[config.mk]
export PLATFORM = sky130hd
export DESIGN_NAME = ble_adv_report_filter_unit
export DESIGN_NICKNAME = d
export VERILOG_FILES = /design/src/hdl/bleaf_pkg.sv /design/src/hdl/ble_adv_report_filter_unit.sv
export VERILOG_INCLUDE_DIRS = /design/src /design/src/hdl
export SDC_FILE = /design/constraint.sdc
export NUM_CORES = 1
export LEC_CHECK = 0
export BUFFER_PORTS_ARGS = -buffer_cell sky130_fd_sc_hd__buf_2
export CELL_PAD_IN_SITES_DETAIL_PLACEMENT = 2
export CELL_PAD_IN_SITES_GLOBAL_PLACEMENT = 2
export CORE_MARGIN = 2
export CORE_UTILIZATION = 25
export DETAILED_ROUTE_END_ITERATION = 8
export GPL_ROUTABILITY_DRIVEN = 0
export PLACE_DENSITY = 0.66
export SLEW_MARGIN = 20
export SYNTH_ARGS = -nofsm -noshare
export SYNTH_HDL_FRONTEND = slang
export SYNTH_SLANG_ARGS = --single-unit
[constraint.sdc]
create_clock -name clk_i -period 14.2 [get_ports clk_i]
set_input_delay 1.42 -clock clk_i [delete_from_list [all_inputs] [get_ports clk_i]]
set_output_delay 1.42 -clock clk_i [all_outputs]
set_load 0.05 [all_outputs]
[src/hdl/ble_adv_report_filter_unit_assert.svh]
// assertion macros for the advertising report filter
// expects clk_i and rst_ni in the scope of the including module
`ifndef BLE_ADV_REPORT_FILTER_UNIT_ASSERT_SVH
`define BLE_ADV_REPORT_FILTER_UNIT_ASSERT_SVH

// property holds at every clock edge outside reset
`define BLEAF_ASSERT(name, prop, msg) \
  name: assert property (@(posedge clk_i) disable iff (!rst_ni) (prop)) else $error(msg);

// expression never becomes true outside reset
`define BLEAF_ASSERT_NEVER(name, expr, msg) \
  name: assert property (@(posedge clk_i) disable iff (!rst_ni) !(expr)) else $error(msg);

`endif

[src/hdl/bleaf_pkg.sv]
// types and constants of the advertising report filter
// no dependencies
`default_nettype none

package bleaf_pkg;

  // configuration register indexes
  typedef enum logic [7:0] {
    CFG_RSSI_FLOOR     = 8'd0,
    CFG_EXPECTED_NAME  = 8'd1,
    CFG_ID_POS         = 8'd2,
    CFG_RADIO_POS      = 8'd3,
    CFG_NETWORK_POS    = 8'd4,
    CFG_LEVEL_MASK     = 8'd5,
    CFG_LEVEL_SHIFT    = 8'd6,
    CFG_MIN_LEVEL      = 8'd7
  } cfg_reg_e;

  typedef enum logic [1:0] {
    KIND_OTHER = 2'd0,
    KIND_CNAME = 2'd1,
    KIND_SNAME = 2'd2,
    KIND_MANUF = 2'd3
  } kind_e;

  localparam logic [7:0] AD_TYPE_CNAME = 8'h09;
  localparam logic [7:0] AD_TYPE_SNAME = 8'h08;
  localparam logic [7:0] AD_TYPE_MANUF = 8'hFF;

  // bytes held in the expected name register
  localparam int NAME_REG_BYTES = 3;

  localparam logic signed [7:0] RSSI_FLOOR_RST    = -8'sd100;
  localparam logic [23:0]       EXPECTED_NAME_RST = 24'h415344;

  typedef struct packed {
    logic manuf_ok;
    logic manuf_found;
    logic sname_ok;
    logic sname_found;
    logic cname_ok;
    logic cname_found;
  } match_flags_t;

  typedef struct packed {
    logic       accepted;
    logic       latched;
    logic [7:0] device_id;
    logic [7:0] radio_status;
    logic [7:0] network_status;
  } result_t;

endpackage

`default_nettype wire

[src/hdl/ble_adv_report_filter_unit.sv]
// advertising report filter: walks the AD structures of one report a byte at a time
// and gives one verdict per report; uses bleaf_pkg and the assertion macro header
// the verdict is registered after the transfer of the last byte, into the skid entry if the output stalls
// throughput: one byte per cycle while in_stall_o is low; the parse state updates on each transferred byte
// a two-entry result buffer keeps bytes flowing while one verdict waits downstream
// reset: configuration to defaults, parse state, held status and result buffer cleared
`default_nettype none

module ble_adv_report_filter_unit #(
  parameter int NAME_BYTES       = 3,
  parameter int PAYLOAD_BYTES    = 3,
  parameter int MAX_REPORT_BYTES = 31
) (
  input  wire logic              clk_i,
  input  wire logic              rst_ni,
  // configuration
  input  wire logic              cfg_valid_i,
  output logic                   cfg_ready_o,
  input  wire logic [7:0]        cfg_index_i,
  input  wire logic [23:0]       cfg_data_i,
  // byte stream
  input  wire logic              in_valid_i,
  output logic                   in_stall_o,
  input  wire logic [7:0]        data_byte_i,
  input  wire logic              byte_valid_i,
  input  wire logic              first_i,
  input  wire logic              last_i,
  input  wire logic signed [7:0] rssi_i,
  // verdicts
  output logic                   out_valid_o,
  input  wire logic              out_stall_i,
  output logic                   accepted_o,
  output logic                   status_latched_o,
  output logic [7:0]             device_id_o,
  output logic [7:0]             radio_status_o,
  output logic [7:0]             network_status_o
);

  // configuration registers
  logic signed [7:0] rssi_floor_q;
  logic [23:0]       expected_name_q;
  logic [1:0]        id_pos_q, radio_pos_q, network_pos_q;
  logic [7:0]        level_mask_q;
  logic [2:0]        level_shift_q;
  logic [7:0]        min_level_q;

  assign cfg_ready_o = 1'b1;

  always_ff @(posedge clk_i or negedge rst_ni) begin
    if (!rst_ni) begin
      rssi_floor_q    <= bleaf_pkg::RSSI_FLOOR_RST;
      expected_name_q <= bleaf_pkg::EXPECTED_NAME_RST;
      id_pos_q        <= 2'd0;
      radio_pos_q     <= 2'd1;
      network_pos_q   <= 2'd2;
      level_mask_q    <= 8'hFF;
      level_shift_q   <= 3'd0;
      min_level_q     <= 8'd0;
    end else if (cfg_valid_i && cfg_ready_o) begin
      unique case (cfg_index_i)
        bleaf_pkg::CFG_RSSI_FLOOR:    rssi_floor_q    <= signed'(cfg_data_i[7:0]);
        bleaf_pkg::CFG_EXPECTED_NAME: expected_name_q <= cfg_data_i;
        bleaf_pkg::CFG_ID_POS:        id_pos_q        <= cfg_data_i[1:0];
        bleaf_pkg::CFG_RADIO_POS:     radio_pos_q     <= cfg_data_i[1:0];
        bleaf_pkg::CFG_NETWORK_POS:   network_pos_q   <= cfg_data_i[1:0];
        bleaf_pkg::CFG_LEVEL_MASK:    level_mask_q    <= cfg_data_i[7:0];
        bleaf_pkg::CFG_LEVEL_SHIFT:   level_shift_q   <= cfg_data_i[2:0];
        bleaf_pkg::CFG_MIN_LEVEL:     min_level_q     <= cfg_data_i[7:0];
        default: ;
      endcase
    end
  end

  // parse state
  logic [7:0]                     byte_offset_q, byte_offset_d;
  logic [7:0]                     remaining_q, remaining_d;
  logic [7:0]                     cur_len_q, cur_len_d;
  bleaf_pkg::kind_e               kind_q, kind_d;
  logic                           stopped_q, stopped_d;
  logic                           good_q, good_d;
  logic [PAYLOAD_BYTES-1:0][7:0]  capture_q, capture_d;
  logic [PAYLOAD_BYTES-1:0][7:0]  committed_q, committed_d;
  bleaf_pkg::match_flags_t        flags_q, flags_d;
  logic [7:0]                     held_id_q, held_id_d;
  logic [7:0]                     held_radio_q, held_radio_d;
  logic [7:0]                     held_net_q, held_net_d;

  logic                           in_xfer;
  logic [7:0]                     pay_idx;
  logic [7:0]                     name_byte;
  logic                           name_ok;
  logic [7:0]                     pick_id, pick_radio, pick_net, level;
  bleaf_pkg::result_t             result;
  logic                           result_valid;

  function automatic logic [7:0] pick(input logic [PAYLOAD_BYTES-1:0][7:0] payload,
                                      input logic [1:0] pos);
    logic [7:0] r;
    r = 8'h00;
    for (int k = 0; k < PAYLOAD_BYTES; k++) begin
      if (int'(pos) == k) r = payload[k];
    end
    return r;
  endfunction

  assign in_xfer = in_valid_i && !in_stall_o;

  always_comb begin
    byte_offset_d = byte_offset_q;
    remaining_d   = remaining_q;
    cur_len_d     = cur_len_q;
    kind_d        = kind_q;
    stopped_d     = stopped_q;
    good_d        = good_q;
    capture_d     = capture_q;
    committed_d   = committed_q;
    flags_d       = flags_q;
    held_id_d     = held_id_q;
    held_radio_d  = held_radio_q;
    held_net_d    = held_net_q;
    pay_idx       = 8'd0;
    name_byte     = 8'd0;
    name_ok       = 1'b0;
    pick_id       = 8'd0;
    pick_radio    = 8'd0;
    pick_net      = 8'd0;
    level         = 8'd0;
    result        = '0;
    result_valid  = 1'b0;

    if (in_xfer && first_i) begin
      byte_offset_d = '0;
      remaining_d   = '0;
      cur_len_d     = '0;
      kind_d        = bleaf_pkg::KIND_OTHER;
      stopped_d     = 1'b0;
      good_d        = 1'b0;
      capture_d     = '0;
      committed_d   = '0;
      flags_d       = '0;
    end

    if (in_xfer && byte_valid_i && !stopped_d &&
        (byte_offset_d < 8'(MAX_REPORT_BYTES))) begin
      byte_offset_d = byte_offset_d + 8'd1;
      if (remaining_d == 8'd0) begin
        // length byte, zero ends the parse
        if (data_byte_i == 8'd0) begin
          stopped_d = 1'b1;
        end else begin
          cur_len_d   = data_byte_i;
          remaining_d = data_byte_i;
        end
      end else begin
        if (remaining_d == cur_len_d) begin
          // type byte, only the first structure of each kind counts
          kind_d = bleaf_pkg::KIND_OTHER;
          if (data_byte_i == bleaf_pkg::AD_TYPE_CNAME && !flags_d.cname_found) begin
            kind_d = bleaf_pkg::KIND_CNAME;
          end else if (data_byte_i == bleaf_pkg::AD_TYPE_SNAME && !flags_d.sname_found) begin
            kind_d = bleaf_pkg::KIND_SNAME;
          end else if (data_byte_i == bleaf_pkg::AD_TYPE_MANUF && !flags_d.manuf_found) begin
            kind_d = bleaf_pkg::KIND_MANUF;
          end
          good_d    = 1'b1;
          capture_d = '0;
        end else begin
          pay_idx = cur_len_d - 8'd1 - remaining_d;
          // name bytes past the register compare against zero
          if (pay_idx < 8'(bleaf_pkg::NAME_REG_BYTES)) begin
            name_byte = expected_name_q[8*pay_idx[1:0] +: 8];
          end
          if (kind_d == bleaf_pkg::KIND_CNAME || kind_d == bleaf_pkg::KIND_SNAME) begin
            if (!(pay_idx < 8'(NAME_BYTES)) || data_byte_i != name_byte) good_d = 1'b0;
          end else if (kind_d == bleaf_pkg::KIND_MANUF) begin
            for (int k = 0; k < PAYLOAD_BYTES; k++) begin
              if (int'(pay_idx) == k) capture_d[k] = data_byte_i;
            end
          end
        end
        remaining_d = remaining_d - 8'd1;
        if (remaining_d == 8'd0) begin
          // structure complete
          case (kind_d)
            bleaf_pkg::KIND_CNAME: begin
              flags_d.cname_found = 1'b1;
              if (good_d && cur_len_d == 8'(NAME_BYTES + 1)) flags_d.cname_ok = 1'b1;
            end
            bleaf_pkg::KIND_SNAME: begin
              flags_d.sname_found = 1'b1;
              if (good_d && cur_len_d == 8'(NAME_BYTES + 1)) flags_d.sname_ok = 1'b1;
            end
            bleaf_pkg::KIND_MANUF: begin
              flags_d.manuf_found = 1'b1;
              if (cur_len_d == 8'(PAYLOAD_BYTES + 1)) begin
                flags_d.manuf_ok = 1'b1;
                committed_d      = capture_d;
              end
            end
            default: ;
          endcase
          kind_d = bleaf_pkg::KIND_OTHER;
        end
      end
    end

    if (in_xfer && last_i) begin
      name_ok    = flags_d.cname_found ? flags_d.cname_ok : flags_d.sname_ok;
      pick_id    = pick(committed_d, id_pos_q);
      pick_radio = pick(committed_d, radio_pos_q);
      pick_net   = pick(committed_d, network_pos_q);
      level      = (pick_net & level_mask_q) >> level_shift_q;
      if ((rssi_i > rssi_floor_q) && name_ok && flags_d.manuf_ok) begin
        held_id_d       = pick_id;
        held_radio_d    = pick_radio;
        held_net_d      = pick_net;
        result.latched  = 1'b1;
        result.accepted = (level >= min_level_q);
      end
      result.device_id      = held_id_d;
      result.radio_status   = held_radio_d;
      result.network_status = held_net_d;
      result_valid          = 1'b1;
      // a report without its first mark starts clean
      byte_offset_d = '0;
      remaining_d   = '0;
      cur_len_d     = '0;
      kind_d        = bleaf_pkg::KIND_OTHER;
      stopped_d     = 1'b0;
      good_d        = 1'b0;
      capture_d     = '0;
      committed_d   = '0;
      flags_d       = '0;
    end
  end

  always_ff @(posedge clk_i or negedge rst_ni) begin
    if (!rst_ni) begin
      byte_offset_q <= '0;
      remaining_q   <= '0;
      cur_len_q     <= '0;
      kind_q        <= bleaf_pkg::KIND_OTHER;
      stopped_q     <= 1'b0;
      good_q        <= 1'b0;
      capture_q     <= '0;
      committed_q   <= '0;
      flags_q       <= '0;
      held_id_q     <= '0;
      held_radio_q  <= '0;
      held_net_q    <= '0;
    end else begin
      byte_offset_q <= byte_offset_d;
      remaining_q   <= remaining_d;
      cur_len_q     <= cur_len_d;
      kind_q        <= kind_d;
      stopped_q     <= stopped_d;
      good_q        <= good_d;
      capture_q     <= capture_d;
      committed_q   <= committed_d;
      flags_q       <= flags_d;
      held_id_q     <= held_id_d;
      held_radio_q  <= held_radio_d;
      held_net_q    <= held_net_d;
    end
  end

  // result register with a skid entry behind it
  logic               out_valid_q, skid_valid_q;
  bleaf_pkg::result_t out_q, skid_q;
  logic               out_xfer;

  assign out_xfer   = out_valid_q && !out_stall_i;
  assign in_stall_o = skid_valid_q;

  always_ff @(posedge clk_i or negedge rst_ni) begin
    if (!rst_ni) begin
      out_valid_q  <= 1'b0;
      skid_valid_q <= 1'b0;
    end else if (!out_valid_q || out_xfer) begin
      if (skid_valid_q) begin
        out_valid_q  <= 1'b1;
        skid_valid_q <= 1'b0;
      end else begin
        out_valid_q <= result_valid;
      end
    end else if (result_valid) begin
      skid_valid_q <= 1'b1;
    end
  end

  always_ff @(posedge clk_i) begin
    if (!out_valid_q || out_xfer) begin
      out_q <= skid_valid_q ? skid_q : result;
    end else if (result_valid) begin
      skid_q <= result;
    end
  end

  assign out_valid_o      = out_valid_q;
  assign accepted_o       = out_q.accepted;
  assign status_latched_o = out_q.latched;
  assign device_id_o      = out_q.device_id;
  assign radio_status_o   = out_q.radio_status;
  assign network_status_o = out_q.network_status;

`include "ble_adv_report_filter_unit_assert.svh"

  `BLEAF_ASSERT_NEVER(a_skid_without_out, skid_valid_q && !out_valid_q, "skid full, output empty")
  `BLEAF_ASSERT(a_accept_needs_latch, (out_valid_o && accepted_o) |-> status_latched_o, "accepted without latch")
  `BLEAF_ASSERT(a_offset_bound, byte_offset_q <= 8'(MAX_REPORT_BYTES), "byte offset past report limit")
  `BLEAF_ASSERT(a_remaining_bound, remaining_q <= cur_len_q, "structure count exceeds its length")

endmodule

`default_nettype wire
==> flow_summary.json <==
{
  "status": "completed",
  "clk_latency_ns": 0.56,
  "cts_hold_buf": 0,
  "utilization": 0.288,
  "post_cts_resized": 0,
  "power.density_nw_per_um2": 118,
  "antenna_found_initial": 0,
  "grt_max_degree": 67,
  "pin_count": 85,
  "wl_per_cell_um": 21.7,
  "cts.sinks": 217,
  "cts_buffer_depth": 3,
  "drc_errors": 0,
  "async_reset_ff_frac": 0.760,
  "antenna_cells": 0,
  "drtPass1Iterations": 5,
  "cts_tree": "built",
  "rsz0062_at_grt": "false",
  "syn-cell-area_um2": 12500,
  "ant_nets": 0,
  "nFillCells": 5612,
  "postSynthCellCount": 1253,
  "dp_hpwl_um": 30700,
  "viasPerCell": 5.08,
  "synth_compound_area_frac": 0.185,
  "fin_crit_ns": 7.54,
  "regArea_um2": 5720,
  "cts.htree.levels": 1,
  "grt_util_all_layers": 0.165,
  "hold_viol_final": 0,
  "peakVddDrop_mv": 0.0955,
  "period_share": 0.531,
  "crit_arrival_ns": 7.83,
  "worst_pin_slew_ns": 0.936,
  "cts_setup_buffers": 0,
  "synth_seq_cells": 217,
  "p_leak_nw": 5.91,
  "finalSetupViolations": 0,
  "grt_overflow": 0,
  "io_buffer_count": 83,
  "worstSetupPathType": "input port to flop",
  "grt_pass1_vias": 10900,
  "synth_flop_cell": "dfrtp_1",
  "critPathRequiredTime_ns": 14.49,
  "fp.dieH_um": 228,
  "multi_input_area_um2": 6260,
  "yosys-mux-area-fraction": 0.104,
  "cp-end-kind": "flop",
  "yosysSeqAreaShare": 0.456,
  "cap_violations": 0,
  "synth_area_per_cell_um2": 10.0,
  "core-area_um2": 49900,
  "start_util": 0.251,
  "slew_viol_final": 0,
  "fmax_mhz": 133,
  "syn2layout_area_growth_pct": 14.5,
  "grt_pass1_wl_um": 68000,
  "holdCritPathClass": "flop to flop",
  "synthAdderAreaFrac": 0.0220,
  "synthSimpleGateAreaFrac": 0.173,
  "total_power_mw": 1.70,
  "finalClockSkew_ns": 0.0168,
  "drt_iter0_markers": 641,
  "fp.dieArea_um2": 51900,
  "critical_path.max_fanout": 40,
  "syn_nets": 1331,
  "synth.distinct_cells": 104,
  "rows": 82,
  "routed_wirelength_um": 43200,
  "yosys_warnings": 0,
  "drive_above_1_share": 0.231,
  "cts-root-buf": "clkbuf_16",
  "finalSetupTns_ns": 0,
  "synthXorXnorAreaFrac": 0.0140,
  "vias": 10100,
  "die_w_um": 228,
  "clk_pin_slew_worst_paths_ns": 0.06,
  "final_common_cell": "nor2_1",
  "synth-edff-count": 52,
  "fin_nets": 1370,
  "startpoint_type": "input port",
  "cts_buffers": 27,
  "slew_headroom": 0.376,
  "final_cell_mix": "145 x nor2_1, 142 x dfrtp_1, 112 x nand2_1",
  "synth_top_family_by_area": "compound AO/OA/AOI/OAI gates"
}
## critical path, stage by stage
cell and delay, ns:
buf_2 0.13, nand3b_4 0.39, nand2_1 0.33, ha_1 0.99, inv_1 0.44, nor2_1 0.27
and3_1 0.25, nor2_1 0.07, nor4b_1 0.52, a21boi_0 0.47, nor2_1 0.20, o22ai_2 0.29
a221oi_2 0.12, o311a_1 0.38, ha_1 0.27, nand2b_1 0.14, a21oi_1 0.14, nor2b_1 0.05
o21ai_0 0.15, nand2b_1 0.08, a21oi_1 0.14, nor2b_1 0.06, o21ai_0 0.15, nand2b_1 0.08
a21oi_1 0.18, o21ai_0 0.10
## area by class of cell
cell class	instances	area share
Clock inverter	13	0.00732
Clock buffer	37	0.0525
Inverter	37	0.00985
Tap cell	672	0.0586
Sequential cell	217	0.399
Timing Repair Buffer	97	0.0367
Multi-Input combinational cell	912	0.436
## synth_stat cells, drive strengths merged (19+ instances only)
cell type | number | area share
a21oi | 68 | 0.027
a22oi | 30 | 0.018
and2 | 21 | 0.010
buf | 35 | 0.018
clkbuf | 52 | 0.016
dfrtp | 143 | 0.29
dfstp | 22 | 0.046
edfxtp | 52 | 0.12
ha | 22 | 0.022
inv | 37 | 0.011
mux2 | 78 | 0.074
mux2i | 24 | 0.019
nand2 | 113 | 0.034
nand2b | 20 | 0.010
nand3 | 32 | 0.014
nor2 | 147 | 0.044
nor3 | 19 | 0.0089
o21ai | 62 | 0.025
## stage by stage
step	instance area [µm²]	std cells	setup WS (ns)	hold WS, ns
after global placement	13500	1935	6.20	0.489
final	14400	1985	6.66	0.506
after global routing	14400	1985	5.83	0.525
after CTS	14300	1985	6.21	0.513
after floorplan	12500	1253	6.45	0.476
after detailed placement	13500	1935	6.06	0.494
## power breakdown
part	switching (mW)	leakage [nW]	internal, mW
combinational	0.217	2.75	0.103
sequential	0.0337	2.74	0.667
clock	0.289	0.421	0.390
## layer usage
| metal | vias to the layer above | part of all wire | track usage |
|---|---|---|---|
| li1 | 4641 | - | - |
| met1 | 5218 | 0.49 | 0.236 |
| met2 | 179 | 0.46 | 0.267 |
| met3 | 46 | 0.037 | 0.0239 |
| met4 | 0 | 0.018 | 0.0317 |
| met5 | - | 0 | 0 |
## registers in the layout (all words and copies together), names as in the netlist, 24 cells and up
name             count
skid_q              26
capture_q           24
committed_q         24
expected_name_q     24
## kinds of logic after synthesis
kind of cell,after synthesis
other cells,1
xor+xnor,20
simple gates,441
fa+ha+maj,22
compound gates,320
mux,108
flops,217
buf+inv,124
## final timing paths
| check | from | end | slack [ns] | cells past startpoint |
|---|---|---|---|---|
| max | in_valid_i | accepted_o | 6.66 | 26 |
| min | held_id_q[3] | held_id_q[3] | 0.51 | 1 |
| max reg2reg | in_stall_o | accepted_o | 6.73 | 25 |
| min reg2reg | held_id_q[3] | held_id_q[3] | 0.51 | 1 |
| max in group asynchronous | rst_ni | cur_len_q[1] | 11.45 | 3 |
| min in group asynchronous | rst_ni | min_level_q[7] | 0.79 | 1 |
(Power assumes the default switching activity.)
